### src/sv/ecpa_mulmod.sv
module ecpa_mulmod #(
    parameter int WIDTH = 64
) (
    input  logic             clk,
    input  logic             rst_n,
    input  logic             start,
    input  logic [WIDTH-1:0] op_a,
    input  logic [WIDTH-1:0] op_b,
    input  logic [WIDTH-1:0] modulus,
    output logic             done,
    output logic [WIDTH-1:0] product
);

    localparam int CNT_W = (WIDTH > 1) ? $clog2(WIDTH) : 1;

    logic [WIDTH-1:0] acc_reg;
    logic [WIDTH-1:0] a_reg;
    logic [WIDTH-1:0] b_reg;
    logic [CNT_W-1:0] cnt_reg;
    logic             phase_reg;
    logic             busy_reg;
    logic             done_reg;
    logic [WIDTH:0]   addend;
    logic [WIDTH:0]   sum;
    logic [WIDTH-1:0] acc_next;

    // doubling in phase 0, conditional add of a in phase 1
    always_comb
    begin
        addend = phase_reg ? {1'b0, a_reg} : {1'b0, acc_reg};
        sum = {1'b0, acc_reg} + addend;
        if (sum >= {1'b0, modulus})
        begin
            sum = sum - {1'b0, modulus};
        end
        acc_next = sum[WIDTH-1:0];
    end

    always_ff @(posedge clk or negedge rst_n)
    begin
        if (!rst_n)
        begin
            busy_reg  <= 1'b0;
            done_reg  <= 1'b0;
            phase_reg <= 1'b0;
            cnt_reg   <= '0;
        end
        else
        begin
            done_reg <= 1'b0;
            if (start)
            begin
                acc_reg   <= '0;
                a_reg     <= op_a;
                b_reg     <= op_b;
                cnt_reg   <= CNT_W'(WIDTH - 1);
                phase_reg <= 1'b0;
                busy_reg  <= 1'b1;
            end
            else if (busy_reg)
            begin
                if (!phase_reg)
                begin
                    acc_reg   <= acc_next;
                    phase_reg <= 1'b1;
                end
                else
                begin
                    if (b_reg[WIDTH-1])
                    begin
                        acc_reg <= acc_next;
                    end
                    b_reg     <= {b_reg[WIDTH-2:0], 1'b0};
                    phase_reg <= 1'b0;
                    if (cnt_reg == '0)
                    begin
                        busy_reg <= 1'b0;
                        done_reg <= 1'b1;
                    end
                    else
                    begin
                        cnt_reg <= cnt_reg - 1'b1;
                    end
                end
            end
        end
    end

    assign done    = done_reg;
    assign product = acc_reg;

endmodule

### config.mk
export PLATFORM = sky130hd
export DESIGN_NAME = ecpa_mulmod
export DESIGN_NICKNAME = d
export VERILOG_FILES = /design/src/sv/ecpa_mulmod.sv
export SDC_FILE = /design/constraint.sdc
export NUM_CORES = 1
export LEC_CHECK = 0
export BUFFER_PORTS_ARGS = -buffer_cell sky130_fd_sc_hd__buf_2
export CORE_MARGIN = 4
export CORE_UTILIZATION = 64
export DETAILED_ROUTE_END_ITERATION = 10
export PLACE_DENSITY = 0.88
export SETUP_SLACK_MARGIN = 0.4
export SLEW_MARGIN = 5
export SYNTH_ARGS = -nofsm -noshare
export SYNTH_HDL_FRONTEND = slang
export SYNTH_SLANG_ARGS = --single-unit
### constraint.sdc
create_clock -name clk -period 14.68 [get_ports clk]
set_clock_uncertainty 0.1 [all_clocks]
set_input_delay 0 -clock clk [delete_from_list [all_inputs] [get_ports clk]]
set_output_delay 0 -clock clk [all_outputs]
set_load 0.02 [all_outputs]
==> out/qor_table.md, run 1 <==
| Quantity | Reported |
|:---|:---|
| Wirelength per Cell | 23.7 µm |
| Pin count of the biggest net entering global routing | 75 |
| Post-CTS setup-driven buffer insertion count | 0 |
| Maximum clock frequency | 0.114 GHz |
| Gp weighted congestion | 0.967 |
| Max Fanout on Critical Path | 48 |
| Number of buffers added by the clock tree synthesis step | 25 |
| Mapped Area | 17300 µm² |
| Final-report setup violation count | 0 |
| Width of the die | 172 µm |
| Tightest Pin Transition | 1130 ps |
| Simple-gate share of the synthesized area | 14.1% |
| Synthesized-area fraction occupied by ao, oa, aoi and oai cells | 22.4% |
| Clock insertion delay at the later pin of the skew report | 560 ps |
| Number of maximum-capacitance constraint violations | 0 |
| DRC | 0 |
| CTS tree | yes |
| Area share of fa/ha/maj cells after synthesis | 9.59% |
| Critical path capture point type | flip-flop |
| Worst min-delay path category | input port to flip-flop |
| Result of the run | finished clean |
| Area of the core | 26300 µm² |
| Async set-or-reset flop fraction in the synthesized netlist | 4.48% |
| Residual antenna-violating net count after detailed routing | 0 |
| Number of sinks handled by clock tree synthesis | 201 |
| Die area | 29600 µm² |
| Startpoint-to-endpoint class of the critical path | flip-flop to flip-flop |
| Net count reported at finish | 2583 |
| Overall die height | 172 µm |
| Final hold viol count | 0 |
| Initial antenna violation count | 2 |
| Combinational family with the most area after synthesis | compound AO/OA/AOI/OAI gates |
| Fin crit share | 59.9% |
| Sum of negative setup slack | 0 ps |
| Buffer type at the clock tree root | sky130_fd_sc_hd__clkbuf_16 |
| Drt pass-1 iters | 6 |
| Total via count in the routed design | 17731 |
| CP peak stage delay | 900 ps |
| Aggregate global routing overflow | 0 |
| Cells resized by post-CTS repair | 0 |
| Synthesis warning total | 0 |
| Multiplexer fraction of the synthesized cell area | 8.59% |
| Register clock-pin slew on the reported worst setup and hold paths | 70 ps |
| Max H-tree Level | 1 |
| Data arrival at the endpoint of the critical path | 9030 ps |
| Kind of cell adding the most delay to the critical path | compound AO/OA/AOI/OAI gates |
| Number of core rows | 59 |
| Ratio of routed vias to standard cells | 6.79 |
| Sum of routed wire length over all layers | 62000 µm |
| Xor and xnor area share after synthesis | 5.58% |
| Starting utilization of the core area | 65.6% |
| Post-detailed-placement half-perimeter wirelength | 40000 µm |
| Fraction of layout instances using a drive strength above 1 | 20.4% |
| Detailed router's first-iteration violation count | 2551 |
| Count of flip-flops with a built-in enable after synthesis | 192 |
| Synth-to-Final Area Change | 21.7% |
| Number of placed I/O pins | 260 |
| Critical Path Slowest Stage Cell | sky130_fd_sc_hd__dfrtp_2 |
| Share of synthesized area occupied by flip-flops and latches | 34.7% |
| Unrepaired setup endpoints after global routing | no |
| Synth Register Bits | 201 |
| Data required time of the worst path | 14920 ps |
| Mapped Avg Cell Area | 9.01 µm² |
| Clock buffer depth | 3 |
| IO buf count | 259 |
| Count of distinct cell types in the synthesized netlist | 83 |
| Global-route wire length before repair | 94300 µm |
| Post-synth net total | 2241 |
| Sort of element at the start of the critical path | flip-flop |
| Number of cells produced by synthesis | 1915 |
| Max-slew violations | 0 |
| Cts-stage hold buffer count | 148 |
| Shortest period the worst path allows | 8790 ps |
| Vias in the first global route | 17305 |
| Relative slew slack | 24.5% |
| Combined buffer and inverter count along the critical path | 3 |
| Top FF cell, synth | sky130_fd_sc_hd__edfxtp_1 |
| Overall Global Routing Usage | 40.2% |
-- cell usage after synthesis (all sizes together) (5+ instances only) --
library cell | n | area share [%]
a311oi | 32 | 1.7
o31ai | 15 | 0.68
a21oi | 194 | 5.7
nor2 | 123 | 2.7
and2 | 12 | 0.44
o21bai | 24 | 1.0
mux2 | 128 | 8.4
o211ai | 17 | 0.74
clkbuf | 76 | 1.7
o21ai | 115 | 3.4
a41oi | 5 | 0.25
o31a | 8 | 0.41
a21o | 67 | 2.9
a211oi | 12 | 0.55
nand3 | 38 | 1.2
ha | 129 | 9.4
or4 | 8 | 0.37
xnor2 | 76 | 3.9
or2 | 7 | 0.25
edfxtp | 192 | 33
nor4 | 7 | 0.25
or3 | 8 | 0.29
a31oi | 38 | 1.4
nand4 | 38 | 1.4
xor2 | 34 | 1.7
nor2b | 13 | 0.47
inv | 112 | 2.4
and3 | 10 | 0.36
a21boi | 5 | 0.22
a2111oi | 6 | 0.42
buf | 27 | 0.83
nand2b | 11 | 0.40
nand2 | 212 | 4.6
o21a | 13 | 0.57
dfrtp | 9 | 1.3
nor3 | 40 | 1.2
-- logic make-up after synthesis --
group,after synthesis
XOR/XNOR,110
flip-flops,201
adder cells (fa/ha/maj),131
multiplexers,132
AND/OR/NAND/NOR,533
buffers and inverters,215
AO/OA/AOI/OAI,593
-- layer usage --
layer  GRT usage (%)  vias to the layer above  part of all wire [%]
li1                -                     7813                     -
met1            48.7                     8127                    35
met2            67.4                     1418                    46
met3            8.53                      371                    11
met4            21.4                        2                   7.2
met5               0                        -                 0.011
-- final timing paths --
path                                     to  depth (start not counted)  slack [ps]  startpoint
worst max-delay path            product[18]                         25        5890   phase_reg
worst min-delay path              a_reg[46]                          2          60    op_a[46]
worst max register to register  product[18]                         25        5890   phase_reg
worst min register to register    b_reg[48]                          1         460   b_reg[47]
max in group asynchronous         phase_reg                          4       13160       rst_n
min in group asynchronous          busy_reg                          3         670       rst_n
-- cell usage in the layout (no fill, tap or decap), types with 17 or more instances in the layout --
| cell | synthesis | routed |
|---|---|---|
| sky130_fd_sc_hd__ha_1 | 129 | 129 |
| sky130_fd_sc_hd__buf_2 | 22 | 258 |
| sky130_fd_sc_hd__edfxtp_1 | 192 | 192 |
| sky130_fd_sc_hd__a31oi_1 | 38 | 38 |
| sky130_fd_sc_hd__xnor2_1 | 76 | 76 |
| sky130_fd_sc_hd__a21o_1 | 67 | 67 |
| sky130_fd_sc_hd__o21ai_0 | 108 | 108 |
| sky130_fd_sc_hd__nand3_1 | 37 | 37 |
| sky130_fd_sc_hd__nor3_1 | 40 | 40 |
| sky130_fd_sc_hd__nand4_1 | 38 | 38 |
| sky130_fd_sc_hd__o211ai_1 | 17 | 17 |
| sky130_fd_sc_hd__a21oi_1 | 193 | 193 |
| sky130_fd_sc_hd__dlygate4sd3_1 | 0 | 148 |
| sky130_fd_sc_hd__inv_1 | 112 | 112 |
| sky130_fd_sc_hd__nor2_1 | 122 | 122 |
| sky130_fd_sc_hd__mux2_2 | 128 | 128 |
| sky130_fd_sc_hd__clkbuf_16 | 0 | 25 |
| sky130_fd_sc_hd__o21bai_1 | 24 | 24 |
| sky130_fd_sc_hd__a311oi_1 | 31 | 31 |
| sky130_fd_sc_hd__xor2_1 | 34 | 34 |
| sky130_fd_sc_hd__nand2_1 | 212 | 212 |
-- area by class of cell --
class,instances,area [µm²]
Multi-Input combinational cell,1499,10400
Sequential cell,201,5990
Fill cell,1681,5290
Timing Repair Buffer,418,2860
Clock buffer,34,679
Inverter,112,420
Tap cell,335,419
Clock inverter,11,171
Antenna cell,2,5.00
-- metrics by stage --
stage	utilization, %	std cells	area [µm²]	setup WS (ps)	hold WS (ps)
6_report	79.9	2612	21000	5890	57.5
5_1_grt	79.9	2611	21000	5720	53.6
4_1_cts	79.9	2610	21000	6250	34.3
3_5_place_dp	71.0	2417	18700	6310	-140
3_3_place_gp	71.0	2417	18700	6640	-139
2_1_floorplan	-	1915	17300	8200	-396
Power of run 1 is left out: the tool's default activity adds up to more than one toggle a clock period on the data nets, which glitch-free logic cannot reach.
==> inputs of run 2 (changes only) <==
- CORE_UTILIZATION: 64 -> 59
- PLACE_DENSITY: 0.88 -> 0.82
- clock period: 14.68 -> 8.85 ns (I/O delays scaled with it)
==> out/qor_table.md, run 2 (synthesized netlist as in run 1, its figures left out) <==
| Quantity | Reported | Delta |
|:---|:---|:---|
| Result of the run | finished clean |  |
| Critical Path Slowest Stage Cell | sky130_fd_sc_hd__dfrtp_2 |  |
| Overall die height | 179 µm | +4.0% |
| Maximum clock frequency | 0.132 GHz | +16% |
| Sum of routed wire length over all layers | 56600 µm | -8.6% |
| Final core occ | 72.6% | -7.3 points |
| Shortest period the worst path allows | 7550 ps | -1240 ps |
| Standard cell area after detailed placement | 18800 µm² | +0.50% |
| Post-detailed-placement half-perimeter wirelength | 39000 µm | -2.4% |
| Final-report setup violation count | 0 | unchanged |
| Worst reg2reg path depth | 22 | -12% |
| Startpoint of the most critical setup path | phase_reg |  |
| Number of buffers added by the clock tree synthesis step | 24 | -4.0% |
| Max Fanout on Critical Path | 33 | -31% |
| Ratio of routed vias to standard cells | 6.38 | -6.0% |
| Post-layout instance area | 20900 µm² | -0.49% |
| Unrepaired setup endpoints after global routing | no |  |
| Sum of negative setup slack | 0 ps | unchanged |
| Tightest Pin Transition | 926 ps | -204 ps |
| DRC | 0 | unchanged |
| Overall Global Routing Usage | 34.3% | -6.0 points |
| Origin of the critical flop-to-flop path | phase_reg |  |
| Wirelength per Cell | 21.4 µm | -9.8% |
| Startpoint-to-endpoint class of the critical path | flip-flop to flip-flop |  |
| Net count reported at finish | 2569 | -0.54% |
| Critical path capture point type | flip-flop |  |
| Die area | 32000 µm² | +8.1% |
| Worst hold stages | 2 | unchanged |
| Max H-tree Level | 1 | unchanged |
| Crit path depth | 22 | -12% |
| Gp weighted congestion | 1.02 | +5.9% |
| Leading cell type in the layout, fill and taps excluded | sky130_fd_sc_hd__buf_2 |  |
| Relative slew slack | 38.3% | +14 points |
| Fin Hold WS | 48.7 ps | -8.85 ps |
| Number of maximum-capacitance constraint violations | 0 | unchanged |
| Global-route wire length before repair | 87500 µm | -7.3% |
| IO buf count | 259 | unchanged |
| Data required time of the worst path | 9030 ps | -5890 ps |
| Hold path startpoint | op_a[60] |  |
| Clock insertion delay at the later pin of the skew report | 560 ps | about the same |
| Pin count of the biggest net entering global routing | 92 | +23% |
| Width of the die | 179 µm | +4.0% |
| CTS tree | yes |  |
| Fin crit share | 85.4% | +25 points |
| Synth-to-Final Area Change | 21.1% |  |
| Cells resized by post-CTS repair | 0 | unchanged |
| Fraction of layout instances using a drive strength above 1 | 20.8% | +0.36 points |
| Number of sinks handled by clock tree synthesis | 201 | unchanged |
| Starting utilization of the core area | 59.9% | -5.7 points |
| Data arrival at the endpoint of the critical path | 7740 ps | -1290 ps |
| Chain of cells forming the critical path | buf_4 -> mux2_2 -> ha_1 -> nand4_1 -> nor2_1 -> nand4_1 -> o21bai_1 -> o2111ai_4 -> nand3_4 -> o31a_1 -> xnor2_1 -> ha_1 -> nand2_1 -> or3_1 -> nor2_1 -> a221o_1 -> or4_1 -> a31oi_1 -> nand2_2 -> buf_4 -> a21oi_1 -> a21oi_1 |  |
| Initial antenna violation count | 4 | +2 |
| Most used cells in the layout excluding fill and tap cells | 257 x sky130_fd_sc_hd__buf_2, 211 x sky130_fd_sc_hd__nand2_1, 193 x sky130_fd_sc_hd__a21oi_1, 192 x sky130_fd_sc_hd__edfxtp_1, 132 x sky130_fd_sc_hd__dlygate4sd3_1 |  |
| Clock buffer depth | 3 | unchanged |
| Number of placed I/O pins | 260 | unchanged |
| Detailed router's first-iteration violation count | 1937 | -24% |
| Number of core rows | 62 | +5.1% |
| Vias in the first global route | 16398 | -5.2% |
| Max-slew violations | 0 | unchanged |
| Final hold viol count | 0 | unchanged |
| Combined buffer and inverter count along the critical path | 2 | -1 |
| Kind of cell adding the most delay to the critical path | simple AND/OR/NAND/NOR gates |  |
| Worst min-delay path category | input port to flip-flop |  |
| Aggregate global routing overflow | 0 | unchanged |
| Drt pass-1 iters | 6 | unchanged |
| Buffer type at the clock tree root | sky130_fd_sc_hd__clkbuf_16 |  |
| Residual antenna-violating net count after detailed routing | 0 | unchanged |
| Sort of element at the start of the critical path | flip-flop |  |
| Register clock-pin slew on the reported worst setup and hold paths | 70 ps | about the same |
| CP peak stage delay | 780 ps | -120 ps |
| Total via count in the routed design | 16891 | -4.7% |
| Area of the core | 28800 µm² | +9.5% |
run 2: final timing paths:
kind                          endpoint  slack [ps]
setup / recovery           product[37]        1300
setup reg to reg           product[37]        1300
min in group asynchronous   cnt_reg[2]         520
hold / removal               a_reg[60]          50
max in group asynchronous    phase_reg        7640
hold reg to reg               b_reg[9]         450
run 2: final cells by class:
cell class	count	area (µm²)
Multi-Input combinational cell	1499	10400
Fill cell	2110	7890
Sequential cell	201	5990
Timing Repair Buffer	405	2740
Clock buffer	31	647
Tap cell	384	480
Inverter	112	420
Clock inverter	12	165
Antenna cell	3	7.51
run 2: worst register-to-register path, cell delays in order, from the launching register on:
cell,delay (ps)
sky130_fd_sc_hd__dfrtp_2,780
sky130_fd_sc_hd__buf_4,580
sky130_fd_sc_hd__mux2_2,410
sky130_fd_sc_hd__ha_1,560
sky130_fd_sc_hd__nand4_1,220
sky130_fd_sc_hd__nor2_1,310
sky130_fd_sc_hd__nand4_1,330
sky130_fd_sc_hd__o21bai_1,370
sky130_fd_sc_hd__o2111ai_4,200
sky130_fd_sc_hd__nand3_4,140
sky130_fd_sc_hd__o31a_1,400
sky130_fd_sc_hd__xnor2_1,160
sky130_fd_sc_hd__ha_1,350
sky130_fd_sc_hd__nand2_1,140
sky130_fd_sc_hd__or3_1,140
sky130_fd_sc_hd__nor2_1,70
sky130_fd_sc_hd__a221o_1,290
sky130_fd_sc_hd__or4_1,490
sky130_fd_sc_hd__a31oi_1,310
sky130_fd_sc_hd__nand2_2,300
sky130_fd_sc_hd__buf_4,340
sky130_fd_sc_hd__a21oi_1,190
sky130_fd_sc_hd__a21oi_1,90
run 2: per-stage QoR:
step	instances	worst slack, ps
after global routing	2645	875
after floorplan	1915	2370
final	2647	1300
after CTS	2644	1380
after global placement	2469	1600
after detailed placement	2469	1410
run 2: what timing repair did:
action / in CTS / in global routing
setup buffers: 0 / 0
hold endpoints to repair: 173 / 0
hold buffers: 132 / 0
run 2: metal layers:
metal / GRT usage, % / wire length [µm] / vias up
li1: - / - / 7778
met1: 43.0 / 21600 / 7864
met2: 57.9 / 26700 / 1035
met3: 6.39 / 5370 / 210
met4: 14.8 / 2960 / 4
met5: 0 / 22 / -
Power of run 2 is left out for the same reason.
